<file path="config.mk">
export PLATFORM = sky130hd
export DESIGN_NAME = bb3_queue
export DESIGN_NICKNAME = d
export VERILOG_FILES = /design/src/design/assert_macros.svh /design/src/design/bb3_pkg.sv /design/src/design/bb3_queue.sv
export SDC_FILE = /design/constraint.sdc
export NUM_CORES = 1
export LEC_CHECK = 0
export ABC_AREA = 1
export ABC_CLOCK_PERIOD_IN_PS = 2100
export BUFFER_PORTS_ARGS = -buffer_cell sky130_fd_sc_hd__clkbuf_2
export CAP_MARGIN = 0
export CORE_ASPECT_RATIO = 0.9
export CORE_MARGIN = 2
export CORE_UTILIZATION = 59
export CTS_BUF_LIST = sky130_fd_sc_hd__clkbuf_4 sky130_fd_sc_hd__clkbuf_8
export DETAILED_ROUTE_END_ITERATION = 16
export HOLD_SLACK_MARGIN = 0.08
export MAX_ROUTING_LAYER = met4
export PLACE_DENSITY = 0.81
export SKIP_LAST_GASP = 1
export SLEW_MARGIN = 20
export SYNTH_ARGS = -nofsm -noshare
export SYNTH_HDL_FRONTEND = slang
export SYNTH_SLANG_ARGS = --single-unit
</file>
<file path="constraint.sdc">
create_clock -name aclk -period 2.1 [get_ports aclk]
set_input_delay 0.21 -clock aclk [delete_from_list [all_inputs] [get_ports aclk]]
set_output_delay 0.21 -clock aclk [all_outputs]
set_load 0.1 [all_outputs]
</file>
<file path="src/design/assert_macros.svh">
// Assertion macros used by the top level to check the blur datapath.
`ifndef ASSERT_MACROS_SVH
`define ASSERT_MACROS_SVH

// Checks that a condition holds at every clock edge outside reset.
`define ASSERT_ALWAYS(label, clk, rstn, cond) \
    label: assert property (@(posedge clk) disable iff (!rstn) (cond)) \
        else $error("assertion failed");

// Checks that a cause implies an effect in the same cycle.
`define ASSERT_IMPLIES(label, clk, rstn, cause, effect) \
    label: assert property (@(posedge clk) disable iff (!rstn) (cause) |-> (effect)) \
        else $error("assertion failed");

`endif

</file>
<file path="src/design/bb3_pkg.sv">
// Shared constants and types of the 3x3 box blur stream unit.
package bb3_pkg;

    localparam int MAX_WIDTH = 1024;
    localparam int COL_W     = $clog2(MAX_WIDTH);
    localparam int WIDTH_W   = 11;
    localparam int HEIGHT_W  = 16;
    localparam int EW_W      = ($clog2(MAX_WIDTH + 1) > WIDTH_W) ?
                               $clog2(MAX_WIDTH + 1) : WIDTH_W;
    localparam int QDEPTH    = 4;
    localparam int QPTR_W    = $clog2(QDEPTH);
    localparam int QCNT_W    = $clog2(QDEPTH + 1);
    localparam int SUM_W     = 12;

    localparam logic [WIDTH_W-1:0]  WIDTH_RESET  = 11'd640;
    localparam logic [HEIGHT_W-1:0] HEIGHT_RESET = 16'd480;

    // Register indexes of the configuration port.
    localparam logic CFG_IMAGE_WIDTH  = 1'b0;
    localparam logic CFG_IMAGE_HEIGHT = 1'b1;

    // Item kinds carried in tuser.
    localparam logic MODE_PIXEL = 1'b0;
    localparam logic MODE_DRAIN = 1'b1;

    // Reciprocals for the divide by 6 and by 9, scaled by 2^16.
    localparam logic [13:0] RECIP6 = 14'd10923;
    localparam logic [13:0] RECIP9 = 14'd7282;

    typedef enum logic [1:0] {
        DIV4,
        DIV6,
        DIV9
    } div_sel_t;

    // One window column with the emit controls that go with it.
    typedef struct packed {
        logic [7:0] top;
        logic [7:0] mid;
        logic [7:0] bot;
        logic       emit;
        logic       top_ok;
        logic       bot_ok;
        logic       left_ok;
        logic       right_ok;
        logic       last;
    } win_col_t;

endpackage

</file>
<file path="src/design/bb3_queue.sv">
// Short queue of window columns between the front end and the filter.
module bb3_queue (
    input  logic                       aclk,
    input  logic                       aresetn,
    input  logic                       push,
    input  bb3_pkg::win_col_t          push_entry,
    input  logic                       pop,
    output logic                       not_empty,
    output bb3_pkg::win_col_t          head,
    output logic [bb3_pkg::QCNT_W-1:0] count
);
    import bb3_pkg::*;

    win_col_t          slot_reg [QDEPTH];
    logic [QPTR_W-1:0] wr_ptr_reg, rd_ptr_reg;
    logic [QCNT_W-1:0] count_reg;

    assign not_empty = (count_reg != '0);
    assign head      = slot_reg[rd_ptr_reg];
    assign count     = count_reg;

    // Storage writes.
    always_ff @(posedge aclk) begin
        if (push) begin
            slot_reg[wr_ptr_reg] <= push_entry;
        end
    end

    // Pointers and fill count.
    always_ff @(posedge aclk) begin
        if (!aresetn) begin
            wr_ptr_reg <= '0;
            rd_ptr_reg <= '0;
            count_reg  <= '0;
        end else begin
            if (push) begin
                wr_ptr_reg <= wr_ptr_reg + QPTR_W'(1);
            end
            if (pop) begin
                rd_ptr_reg <= rd_ptr_reg + QPTR_W'(1);
            end
            count_reg <= count_reg + QCNT_W'(push) - QCNT_W'(pop);
        end
    end

endmodule

</file>
---- Word level (Yosys, flattened, before mapping) ----
Memory sizes are Yosys's and may differ from the RTL's. A register that Yosys moved wholly into a read port is not among the register bits.
Cells that the tools add are included.
word-level totals
  flip-flop bits (word level) ............. 7
  RAM bits ................................ 120
  logic and storage cells ................. 13
  memories ................................ 1
memories
  memory    words  bits a word  rd ports  clocked after memory_dff  write ports  line             source
  slot_reg  4      30           1         1                         1            bb3_queue.sv:14  win_col_t slot_reg [QDEPTH];
cells by class
  $add $sub $neg .......................... 4
  multiplexer cells ....................... 4
  reductions and logical operators ........ 1
operator list
  operator                                     number
  adder 2 x 1 -> 2 bit, second input constant  2
  two-way mux 2 bit                            2
  adder 3 x 1 -> 3 bit                         1
  nonzero test 3 bit                           1
  subtractor 3 x 1 -> 3 bit                    1
  two-way mux 1 bit                            2

---- Logic depth before layout (Yosys ltp) ----
  depth after elaboration ................. 3
  gate-level depth with buffers ........... 8
  depth with buffers taken out ............ 8

---- Worst setup path after synthesis ----
No wires, ideal clock.
  path type ............................... register to register
  start ................................... reg count_reg[0], in the netlist count[0]
  end ..................................... reg count_reg[2], in the netlist count[2]
  library setup time ...................... 0.115 ns
  arrival ................................. 2.110 ns
  path slack .............................. -0.125 ns
  cell stages (with the launch flop) ...... 8
  buffers on the path ..................... 0
  cell sequence ........................... dfxtp_1 inv_1 ha_1 inv_1 ha_1 fa_1 a21oi_1 nor2_1
between the ends
  longest elaborated chain between the ends .. 2
ends and longest elaborated chain
  item                       line             source
  start, declared            bb3_queue.sv:16  logic [QCNT_W-1:0] count_reg;
  start signal, assigned     bb3_queue.sv:42  count_reg <= count_reg + QCNT_W'(push) - QCNT_W'(pop);
  adder 3 x 1 -> 3 bit       bb3_queue.sv:42
  subtractor 3 x 1 -> 3 bit  bb3_queue.sv:42
Every way passes these cells.
A chain may end at the register's enable or synchronous reset.

==> run metrics <==
Detailed Route WL 9250 um; Post-Syn Instances 404; Rows 32; Critical Path Fanout Max 60; simple logic cell fraction of the synthesized area 0.0538; R2R Setup Slk 0.53 ns; Logic pwr share 0.253; detailed-route wire length per cell 14.3 um; Placer Congestion 0.794; hold_sp push; P&R area growth vs syn 31.7%; clock tree buffer depth 2; sequential share of the synthesized area 0.737; # DRC 0; Clock power frac 0.292; YS warnings 0; vias 3,256; Hold Path Sink wr_ptr_reg[1]; P_leak 0.00273 uW; required time worst endpoint 1.89 ns; sw frac 0.331; final hold viol count 0; DRT iter0 DRCs 180; Worst Hold Class in -> reg; Num CTS Buffers 17; crit path DAT 1.73 ns; pin count of the biggest net entering global routing 61; XOR/XNOR share of the synthesized area 0; PnR Total Power 6550 uW; clock skew 0.0111 ns; mux cell area share after synthesis 0; H-Tree Depth 4; Pins Over Slew Limit 0; slew at the pin closest to its max-slew limit 0.545 ns; hold depth 3; GRT Residual Overflow 0; die extent in x 102 um; Core Region 8530 um^2; clock latency on the worst-skew pair 0.42 ns; Syn Std Cell Area 5130 um^2; status completed; initial antenna violation count 0; max reg flops 120; commonest non-fill, non-tap cell in the layout edfxtp_1; Unique masters post-synth 16; largest family of logic cells by synthesized area compound AO/OA/AOI/OAI gates; final-report setup violation count 0; Filler cells 465; Compound-Gate Fraction of Synth Area 0.112; Pint 4380 uW; post-synthesis adder-cell area fraction 0.0185; Clock Sinks 129; CTS tree done; crit share post-route 0.923; Avg Cell Area, Syn 12.7 um^2; crit path kind reg -> out; worst reg2reg endpoint count[2]; final core utilization 0.793; final net count 555; die height 92.5 um; R2R Path Start count[0]; port buffer count 67; Max Cap Violations 0; P per Cell Area 968 nW/um^2; final cell area excluding filler cells 6770 um^2; first drt pass iteration count 4; post-synthesis net count 445; Root Driver clkbuf_8; HPWL after DPL 5510 um; Reg power frac 0.455; n_diodes 0; Initial Util 0.602; vias per cell 5.04; CP Capture Type primary output; placed inst area 6070 um^2; setup TNS 0 ns; RSZ-0062 raised after global routing no; most frequent cells in the layout edfxtp_1 (120), inv_1 (75), nand2_1 (70); reg2reg path depth 7; CP startpoint kind flop; share of post-route cells with drive strength above 1 0.216; Rel. slew slack 0.638; Ports 68; first-pass GRT wire length 15,000 um; Final Critical Period 1.94 ns; Worst-path clk slew 0.08 ns; Switching Power 2170 uW; fmax 516 MHz; post-route ant nets 0; synthesized flop and latch total 129; die area 9470 um^2; cells resized by post-CTS repair 0; Global Route Usage Sum 0.220; vias in the first global route 3,319; Max rail drop VDD 0.622 mV
## metal layers
layer | GRT usage | routed length [um] | vias to the layer above
met1 | 0.256 | 3840 | 1551
met2 | 0.361 | 4860 | 82
met4 | 0.0744 | 121 | 0
li1 | - | - | 1615
met3 | 0.0717 | 424 | 8
met5 | - | 0 | -
## how the worst max path moves through the flow
stage | from | endpoint | slack (ns) | cells past startpoint
after detailed placement | count[0] | count[2] | 0.53 | 7
after global routing | flop | head[0] | 0.01 | 5
after floorplan | count[1] | count[2] | 0.17 | 4
after global placement | count[0] | count[2] | 0.59 | 7
final | flop | head[20] | 0.16 | 5
after CTS | flop | head[20] | 0.15 | 5
## repair_timing
action / 4_1_cts / 5_1_grt
buffers inserted: 0 / 0
hold buffers: 32 / 0
endpoints found under the hold margin: 126 / 0
## logic make-up after synthesis
logic type                 count (synthesis)
AOI/OAI and AO/OA                        100
adders and majority gates                  7
buffers and inverters                     95
DFF                                      129
and+or+nand+nor                           73
## per-stage QoR
stage	hold WS (ns)	instances	worst slack, ns
after detailed placement	0.429	582	0.528
after CTS	0.120	646	0.152
after global routing	0.158	646	0.0119
after global placement	0.421	582	0.594
after floorplan	0.302	404	0.171
final	0.147	646	0.162
## final cells by class
cell class	count	area, um^2	share of cell area
clock buffer	17	234	0.0346
clock inverter	15	138	0.0203
inverter	75	282	0.0416
multi-input combinational	180	952	0.141
sequential	129	3790	0.560
tap	119	149	0.0220
timing repair buffer	111	1220	0.181
## critical path, cell delays in order (launching register included)
cell      delay [ns]
dfxtp_4         0.49
buf_12          0.27
nand2_1         0.09
o211ai_1        0.09
nand2_1         0.14
buf_12          0.19
## power by group through the flow
stage          Sequential, uW  Clock (uW)  Combinational (uW)
6_report                 2980        1910                1650
2_1_floorplan            3130           0                 970
5_1_grt                  2990        2080                1730
3_3_place_gp             3030           0                1580
3_5_place_dp             3040           0                1610
4_1_cts                  2980        1940                1660
## cells in the mapped netlist
cell / number / share of area
a21oi_1: 36 / 0.035
buf_2: 11 / 0.011
buf_4: 7 / 0.010
buf_6: 1 / 0.0022
clkbuf_1: 1 / 0.00073
dfxtp_1: 9 / 0.035
edfxtp_1: 120 / 0.70
fa_1: 1 / 0.0039
ha_1: 6 / 0.015
inv_1: 75 / 0.055
nand2_1: 70 / 0.051
nand3_1: 2 / 0.0019
nor2_1: 1 / 0.00073
o211ai_1: 30 / 0.044
o21ai_0: 24 / 0.023
o21ai_1: 10 / 0.0097
Note: power is estimated with default switching activity, not from simulation.
