===== src/design/assert_macros.svh =====
// Assertion macros used by the top level to check the blur datapath.
`ifndef ASSERT_MACROS_SVH
`define ASSERT_MACROS_SVH

// Checks that a condition holds at every clock edge outside reset.
`define ASSERT_ALWAYS(label, clk, rstn, cond) \
    label: assert property (@(posedge clk) disable iff (!rstn) (cond)) \
        else $error("assertion failed");

// Checks that a cause implies an effect in the same cycle.
`define ASSERT_IMPLIES(label, clk, rstn, cause, effect) \
    label: assert property (@(posedge clk) disable iff (!rstn) (cause) |-> (effect)) \
        else $error("assertion failed");

`endif


===== src/design/bb3_pkg.sv =====
// Shared constants and types of the 3x3 box blur stream unit.
package bb3_pkg;

    localparam int MAX_WIDTH = 1024;
    localparam int COL_W     = $clog2(MAX_WIDTH);
    localparam int WIDTH_W   = 11;
    localparam int HEIGHT_W  = 16;
    localparam int EW_W      = ($clog2(MAX_WIDTH + 1) > WIDTH_W) ?
                               $clog2(MAX_WIDTH + 1) : WIDTH_W;
    localparam int QDEPTH    = 4;
    localparam int QPTR_W    = $clog2(QDEPTH);
    localparam int QCNT_W    = $clog2(QDEPTH + 1);
    localparam int SUM_W     = 12;

    localparam logic [WIDTH_W-1:0]  WIDTH_RESET  = 11'd640;
    localparam logic [HEIGHT_W-1:0] HEIGHT_RESET = 16'd480;

    // Register indexes of the configuration port.
    localparam logic CFG_IMAGE_WIDTH  = 1'b0;
    localparam logic CFG_IMAGE_HEIGHT = 1'b1;

    // Item kinds carried in tuser.
    localparam logic MODE_PIXEL = 1'b0;
    localparam logic MODE_DRAIN = 1'b1;

    // Reciprocals for the divide by 6 and by 9, scaled by 2^16.
    localparam logic [13:0] RECIP6 = 14'd10923;
    localparam logic [13:0] RECIP9 = 14'd7282;

    typedef enum logic [1:0] {
        DIV4,
        DIV6,
        DIV9
    } div_sel_t;

    // One window column with the emit controls that go with it.
    typedef struct packed {
        logic [7:0] top;
        logic [7:0] mid;
        logic [7:0] bot;
        logic       emit;
        logic       top_ok;
        logic       bot_ok;
        logic       left_ok;
        logic       right_ok;
        logic       last;
    } win_col_t;

endpackage


===== src/design/bb3_back.sv =====
// Back end: 3x3 window, clipped sum and mean, and the result register.
module bb3_back (
    input  logic              aclk,
    input  logic              aresetn,
    input  logic              q_valid,
    input  bb3_pkg::win_col_t q_head,
    output logic              q_pop,
    output logic              m_tvalid,
    input  logic              m_tready,
    output logic [7:0]        m_tdata,
    output logic              m_tlast
);
    import bb3_pkg::*;

    logic [7:0]       win_reg [9];
    logic             a_valid_reg;
    win_col_t         a_ctl_reg;
    logic             b_valid_reg;
    logic [SUM_W-1:0] b_sum_reg;
    div_sel_t         b_div_reg;
    logic             b_last_reg;
    logic             m_valid_reg;
    logic [7:0]       m_data_reg;
    logic             m_last_reg;

    logic             en;
    logic [SUM_W-1:0] sum;
    div_sel_t         div_sel;
    logic             row_clip, col_clip;
    logic [25:0]      prod;
    logic [7:0]       quot;

    assign en    = !m_valid_reg || m_tready;
    assign q_pop = q_valid && en;

    // Window shift: a new column enters on the right.
    always_ff @(posedge aclk) begin
        if (!aresetn) begin
            for (int i = 0; i < 9; i++) begin
                win_reg[i] <= 8'd0;
            end
        end else if (q_pop) begin
            win_reg[0] <= win_reg[1];
            win_reg[1] <= win_reg[2];
            win_reg[2] <= q_head.top;
            win_reg[3] <= win_reg[4];
            win_reg[4] <= win_reg[5];
            win_reg[5] <= q_head.mid;
            win_reg[6] <= win_reg[7];
            win_reg[7] <= win_reg[8];
            win_reg[8] <= q_head.bot;
        end
    end

    // Masked sum of the cells inside the image.
    always_comb begin
        sum = '0;
        for (int r = 0; r < 3; r++) begin
            for (int c = 0; c < 3; c++) begin
                if ((r != 0 || a_ctl_reg.top_ok) && (r != 2 || a_ctl_reg.bot_ok) &&
                    (c != 0 || a_ctl_reg.left_ok) && (c != 2 || a_ctl_reg.right_ok)) begin
                    sum = sum + SUM_W'(win_reg[r * 3 + c]);
                end
            end
        end
        row_clip = !a_ctl_reg.top_ok || !a_ctl_reg.bot_ok;
        col_clip = !a_ctl_reg.left_ok || !a_ctl_reg.right_ok;
        if (row_clip && col_clip) begin
            div_sel = DIV4;
        end else if (row_clip || col_clip) begin
            div_sel = DIV6;
        end else begin
            div_sel = DIV9;
        end
    end

    // Division by reciprocal multiply; exact over the reachable sums.
    always_comb begin
        case (b_div_reg)
            DIV4:    prod = 26'(b_sum_reg) << 14;
            DIV6:    prod = 26'(b_sum_reg) * 26'(RECIP6);
            DIV9:    prod = 26'(b_sum_reg) * 26'(RECIP9);
            default: prod = '0;
        endcase
        quot = prod[23:16];
    end

    // Pipeline valid flags.
    always_ff @(posedge aclk) begin
        if (!aresetn) begin
            a_valid_reg <= 1'b0;
            b_valid_reg <= 1'b0;
            m_valid_reg <= 1'b0;
        end else if (en) begin
            a_valid_reg <= q_pop && q_head.emit;
            b_valid_reg <= a_valid_reg;
            m_valid_reg <= b_valid_reg;
        end
    end

    // Pipeline payload.
    always_ff @(posedge aclk) begin
        if (en) begin
            if (q_pop) begin
                a_ctl_reg <= q_head;
            end
            b_sum_reg  <= sum;
            b_div_reg  <= div_sel;
            b_last_reg <= a_ctl_reg.last;
            m_data_reg <= quot;
            m_last_reg <= b_last_reg;
        end
    end

    assign m_tvalid = m_valid_reg;
    assign m_tdata  = m_data_reg;
    assign m_tlast  = m_last_reg;

endmodule


===== config.mk =====
export PLATFORM = sky130hd
export DESIGN_NAME = bb3_back
export DESIGN_NICKNAME = d
export VERILOG_FILES = /design/src/design/assert_macros.svh /design/src/design/bb3_pkg.sv /design/src/design/bb3_back.sv
export SDC_FILE = /design/constraint.sdc
export NUM_CORES = 1
export LEC_CHECK = 0
export ABC_AREA = 1
export BUFFER_PORTS_ARGS = -buffer_cell sky130_fd_sc_hd__buf_2
export CORE_UTILIZATION = 60
export DETAILED_ROUTE_END_ITERATION = 10
export PLACE_DENSITY = 0.78
export SYNTH_ARGS = -nofsm -noshare
export SYNTH_HDL_FRONTEND = slang
export SYNTH_SLANG_ARGS = --single-unit

===== constraint.sdc =====
create_clock -name aclk -period 9.1 [get_ports aclk]
set_input_delay 0.91 -clock aclk [delete_from_list [all_inputs] [get_ports aclk]]
set_output_delay 0.91 -clock aclk [all_outputs]
set_load 0.005 [all_outputs]

Word-level counts from Yosys, hierarchy flattened. Memories as Yosys holds them, arrays and structs flattened. Cells that the tools add are included.

Add/subtract/negate cells: 8. $mul: 2. Equal/unequal tests: 2. Muxes and demuxes: 23. Bitwise operators: 9. Reductions and logical operators: 18.

Operator list (count): $add A12 B8 Y12 (8); $mux W12 (7); $mux W8 (10); $pmux W24 S3 (1); $mul A12 B14 Y24 const B (1); $mul A12 B12 Y23 const B (1); $or A1 B1 Y1 (9); $logic_and A1 B1 Y1 (7); $logic_not A1 Y1 (5); $logic_or A1 B1 Y1 (4); $mux W1 (4); $eq A2 B1 Y1 const B (1); $eq A2 B2 Y1 const B (1); $logic_not A2 Y1 (1); $mux W2 (1); $reduce_and A2 Y1 (1).

Flip-flop bits (word level): 32. Memory bits (writable): 72. Bits of input ports: 34. Output and inout port bits: 11. Logic and storage cells: 76. Memories kept: 1.

Memories: win_reg (depth 9, bits a word 8, read ports 9, clocked after memory_dff 0, wr ports 9, RTL line bb3_back.sv:15) `logic [7:0] win_reg [9];`.

Logic depth before layout (Yosys ltp).
Depth after elaboration: 17. Mapped depth: 56. Mapped depth without buffers: 55.

Worst setup path after synthesis. No wires, ideal clock.

Path type: register to register. Start: reg a_ctl_reg[4] (netlist name). End: reg b_sum_reg[11], data pin. Data arrival time: 7895 ps. Required time: 8848 ps. Slack: 953 ps. Stages on the path, launching flop included: 41. Path buffers: 1. Clock period less this slack: 8147 ps. Cells stage by stage: edfxtp_1 buf_2 nand2_1 nor2_1 ha_1 inv_1 fa_1 nor2_1 fa_1 o21ai_0 fa_1 o21ai_0 inv_1 fa_1 fa_1 or2_2 o21ai_0 inv_1 [5 not listed] inv_1 a31oi_1 xor2_1 o21ai_0 ha_1 nand2_1 o21ai_0 a21oi_1 o21bai_1 nand2_1 a21oi_1 nand3_1 nor2_2 nand2_1 nand2_1 nand2_1 nand2_1 nand2_1.

Word-level cells in the longest chain between the ends: 17. Elaborated cells on any way between the ends: 18. Classes of those cells: add/sub: 8; mux: 8; reduce/logical: 2.

Ends and longest elaborated chain: start, declared (RTL line bb3_back.sv:17) `win_col_t a_ctl_reg;`; start signal, assigned (RTL line bb3_back.sv:105) `a_ctl_reg <= q_head;`; $logic_and A1 B1 Y1 (RTL line bb3_back.sv:60) `if ((r != 0 || a_ctl_reg.top_ok) && (r != 2 || a_ctl_reg.bot_ok) &&`; $mux W8 (RTL line bb3_back.sv:60); $add A12 B8 Y12 (RTL line bb3_back.sv:62) `sum = sum + SUM_W'(win_reg[r * 3 + c]);`; $mux W12 (RTL line bb3_back.sv:60); $add A12 B8 Y12 (RTL line bb3_back.sv:62); $mux W12 (*) (RTL line bb3_back.sv:60); $add A12 B8 Y12 (RTL line bb3_back.sv:62); $mux W12 (*) (RTL line bb3_back.sv:60); [2 not listed]; $mux W12 (*) (RTL line bb3_back.sv:60); $add A12 B8 Y12 (RTL line bb3_back.sv:62); $mux W12 (*) (RTL line bb3_back.sv:60); $add A12 B8 Y12 (RTL line bb3_back.sv:62); $mux W12 (*) (RTL line bb3_back.sv:60); $add A12 B8 Y12 (RTL line bb3_back.sv:62); $mux W12 (*) (RTL line bb3_back.sv:60); net sum[11] (RTL line bb3_back.sv:27) `logic [SUM_W-1:0] sum;`; end signal, assigned (RTL line bb3_back.sv:107) `b_sum_reg <= sum;`; end, declared (RTL line bb3_back.sv:19) `logic [SUM_W-1:0] b_sum_reg;`.

The timed path passes the listed nets; every way through them passes the cells marked *. A chain may end at the register's enable or synchronous reset.

Worst setup path in the final report.
Start: reg a_ctl_reg[2] (netlist name). End: reg b_sum_reg[11], data pin.

Word-level cells in the longest chain between the ends: 17. Elaborated cells on any way between the ends: 18. Classes of those cells: add/sub: 8; mux: 8; reduce/logical: 2.

Ends and longest elaborated chain (RTL line): $logic_and A1 B1 Y1 (bb3_back.sv:60); $mux W8 (bb3_back.sv:60); $add A12 B8 Y12 (bb3_back.sv:62); $mux W12 (bb3_back.sv:60); $add A12 B8 Y12 (bb3_back.sv:62); $mux W12 (bb3_back.sv:60); $add A12 B8 Y12 (bb3_back.sv:62); $mux W12 (bb3_back.sv:60); $add A12 B8 Y12 (2 in a row) (bb3_back.sv:62); $mux W12 (bb3_back.sv:60); $add A12 B8 Y12 (bb3_back.sv:62); $mux W12 (*) (bb3_back.sv:60); $add A12 B8 Y12 (bb3_back.sv:62); $mux W12 (*) (bb3_back.sv:60); $add A12 B8 Y12 (bb3_back.sv:62); $mux W12 (*) (bb3_back.sv:60); net sum[11] (bb3_back.sv:27).

Marked as above.

==> results.toml <==
[run_status]
status = "finished, final reports clean"

[logic_synthesis]
synth_nets = 1713
synth_area_mm2 = 0.0118
synth_seq_area_share = 0.261
synth_cell_type_count = 47
async_reset_ff_frac = 0
netlist_instances = 1406
synth_top_area_frac = 0.256
yosysTopAreaCell = "edfxtp_1"
ys_warn_count = 0
syn_area_per_cell_um2 = 8.42
ys.flop_type = "edfxtp_1"
ys_top_cells_by_area = "edfxtp_1, ha_1, fa_1"
ys_ff_latch = 104
synth_edf_count = 101

[global_routing]
grt_pass1_vias = 8999
grt_max_degree = 73
grt_first_pass_wirelength_um = 40800
grt_usage = 0.254
gr-total-overflow = 0
grt_antenna_before_repair = 0

[cells_and_area]
diodes = 0
largest_reg_flops = 72
n_fill_cell = 1639
layout.cells.most_common = "inv_1"
layout_common_cells = "inv_1, nand2_1, ha_1"
post-route-util = 0.656
syn_to_final_growth_pct = 7.51
stdcell_count = 1726
fin_nets = 1763
drive_above_1_share = 0.0897

[sta]
max_freq_ghz = 0.118
finalSetupViolations = 0
setup_ws_ns = 0.596
fin_hold_ws_ns = 0.423
rsz0062_at_grt = "yes"
slew_viol_final = 0
fin_skew_ns = 0.0134
finalCritPeriodShare = 0.935
hold_violations = 0
slew-limit-headroom = 0.291
worstMarginPinSlew_ns = 1.06
finalCriticalPeriod_ns = 8.50

[floorplanning]
dieArea_mm2 = 0.0203
die_x_um = 142
rows = 51
core_area_mm2 = 0.0194
initial_core_util = 0.610
die_h_um = 142
io_pins = 45

[worst_setup_path]
worstPathRequired_ns = 9.23
critPathArrivalTime_ns = 8.64
crit_top_cell = "nand2_1"
cp-start-kind = "flop"
slowest_stage = "fa_1"
critPathMaxStageDelay_ns = 0.52
endpoint_kind = "flop"
critPathMaxFanout = 5
path_class = "reg2reg"
worst_r2r_path_depth = 45

[hold_path]
hold_depth = 0
holdCritPathClass = "reg2reg"

[clocking]
tritoncts = "done"
cts_hold_buffers = 0
clock_tree.htree_level_count = 3
cts-buffers-inserted = 9
clkSinkCount = 104
root_buffer = "clkbuf_16"
clock_latency_ns = 0.37
path_clk_slew_ns = 0.08
cts_buffer_depth = 2

[drt]
vias = 9031
wire_per_inst_um = 14.1
first_pass_iters = 5
wirelength_um = 24300
drc = 0
viasPerCell = 5.23
drt.antenna.violating_nets = 0
drtIter0Drc = 470

[placed_design]
pre_cts_ws_ns = 0.234
portBuffers = 44
gp_congestion = 0.890
dpl.hpwl_um = 19400
place_inst = 1704

[run]
cap_violations = 0
critical path, delay by kind of cell, from the launching register on:
kind,cells,cell delay (ns)
AO/OA/AOI/OAI,11,2.08
adder cells (fa/ha/maj),9,3.14
buffers and inverters,5,0.38
AND/OR/NAND/NOR,15,1.37
XOR/XNOR,5,0.84
flip-flops,1,0.44
repair_timing:
action | 4_1_cts | 5_1_grt
setup endpoints to repair | 0 | 5
gates resized for setup | 0 | 12
setup buffers | 0 | 6
hold endpoints to repair | 0 | 0
final timing paths:
| path | startpoint | slack (ns) | end |
|---|---|---|---|
| max reg2reg | a_ctl_reg[2] | 0.60 | b_sum_reg[11] |
| min reg2reg | a_ctl_reg[0] | 0.42 | b_last_reg |
| max | a_ctl_reg[2] | 0.60 | b_sum_reg[11] |
| min | a_ctl_reg[0] | 0.42 | b_last_reg |
routing by layer:
metal,up-vias,wire [µm],GRT usage
li1,4632,-,-
met1,4204,11300,0.331
met2,153,11700,0.443
met3,42,731,0.0283
met4,0,572,0.0809
met5,-,0,0
kinds of logic after synthesis:
logic type / count (synthesis) / synth area share
AOI/OAI and AO/OA: 205 / 0.0948
xor gates and xnor gates: 42 / 0.0311
adders and majority gates: 273 / 0.339
buffers and inverters: 337 / 0.107
DFF: 104 / 0.261
muxes: 2 / 0.00190
and+or+nand+nor: 443 / 0.165
Yosys cell counts (all sizes together) (8+ instances only):
master	count
a21oi	86
a31oi	8
clkbuf	12
edfxtp	101
fa	79
ha	194
inv	320
nand2	215
nand3	63
nand4	12
nor2	125
nor3	8
o21ai	81
o21bai	8
or2	14
xnor2	21
xor2	21
metrics by stage:
step,cell area [µm²],TNS (ns)
after floorplan,11800,0
after global placement,12400,0
after detailed placement,12400,0
after CTS,12700,0
after global routing,12700,-0.112
final,12700,0
final cells by class:
type / instances / area (µm²) / area share
timing repair buffer: 54 / 295 / 0.0232
clock buffer: 9 / 225 / 0.0177
clock inverter: 7 / 62.6 / 0.00491
tap: 265 / 332 / 0.0260
inverter: 322 / 1210 / 0.0950
multi-input combinational: 965 / 7510 / 0.590
sequential: 104 / 3090 / 0.243
Power is left out: the tool's default activity adds up to more than one toggle a clock period on the data nets, which glitch-free logic cannot reach.
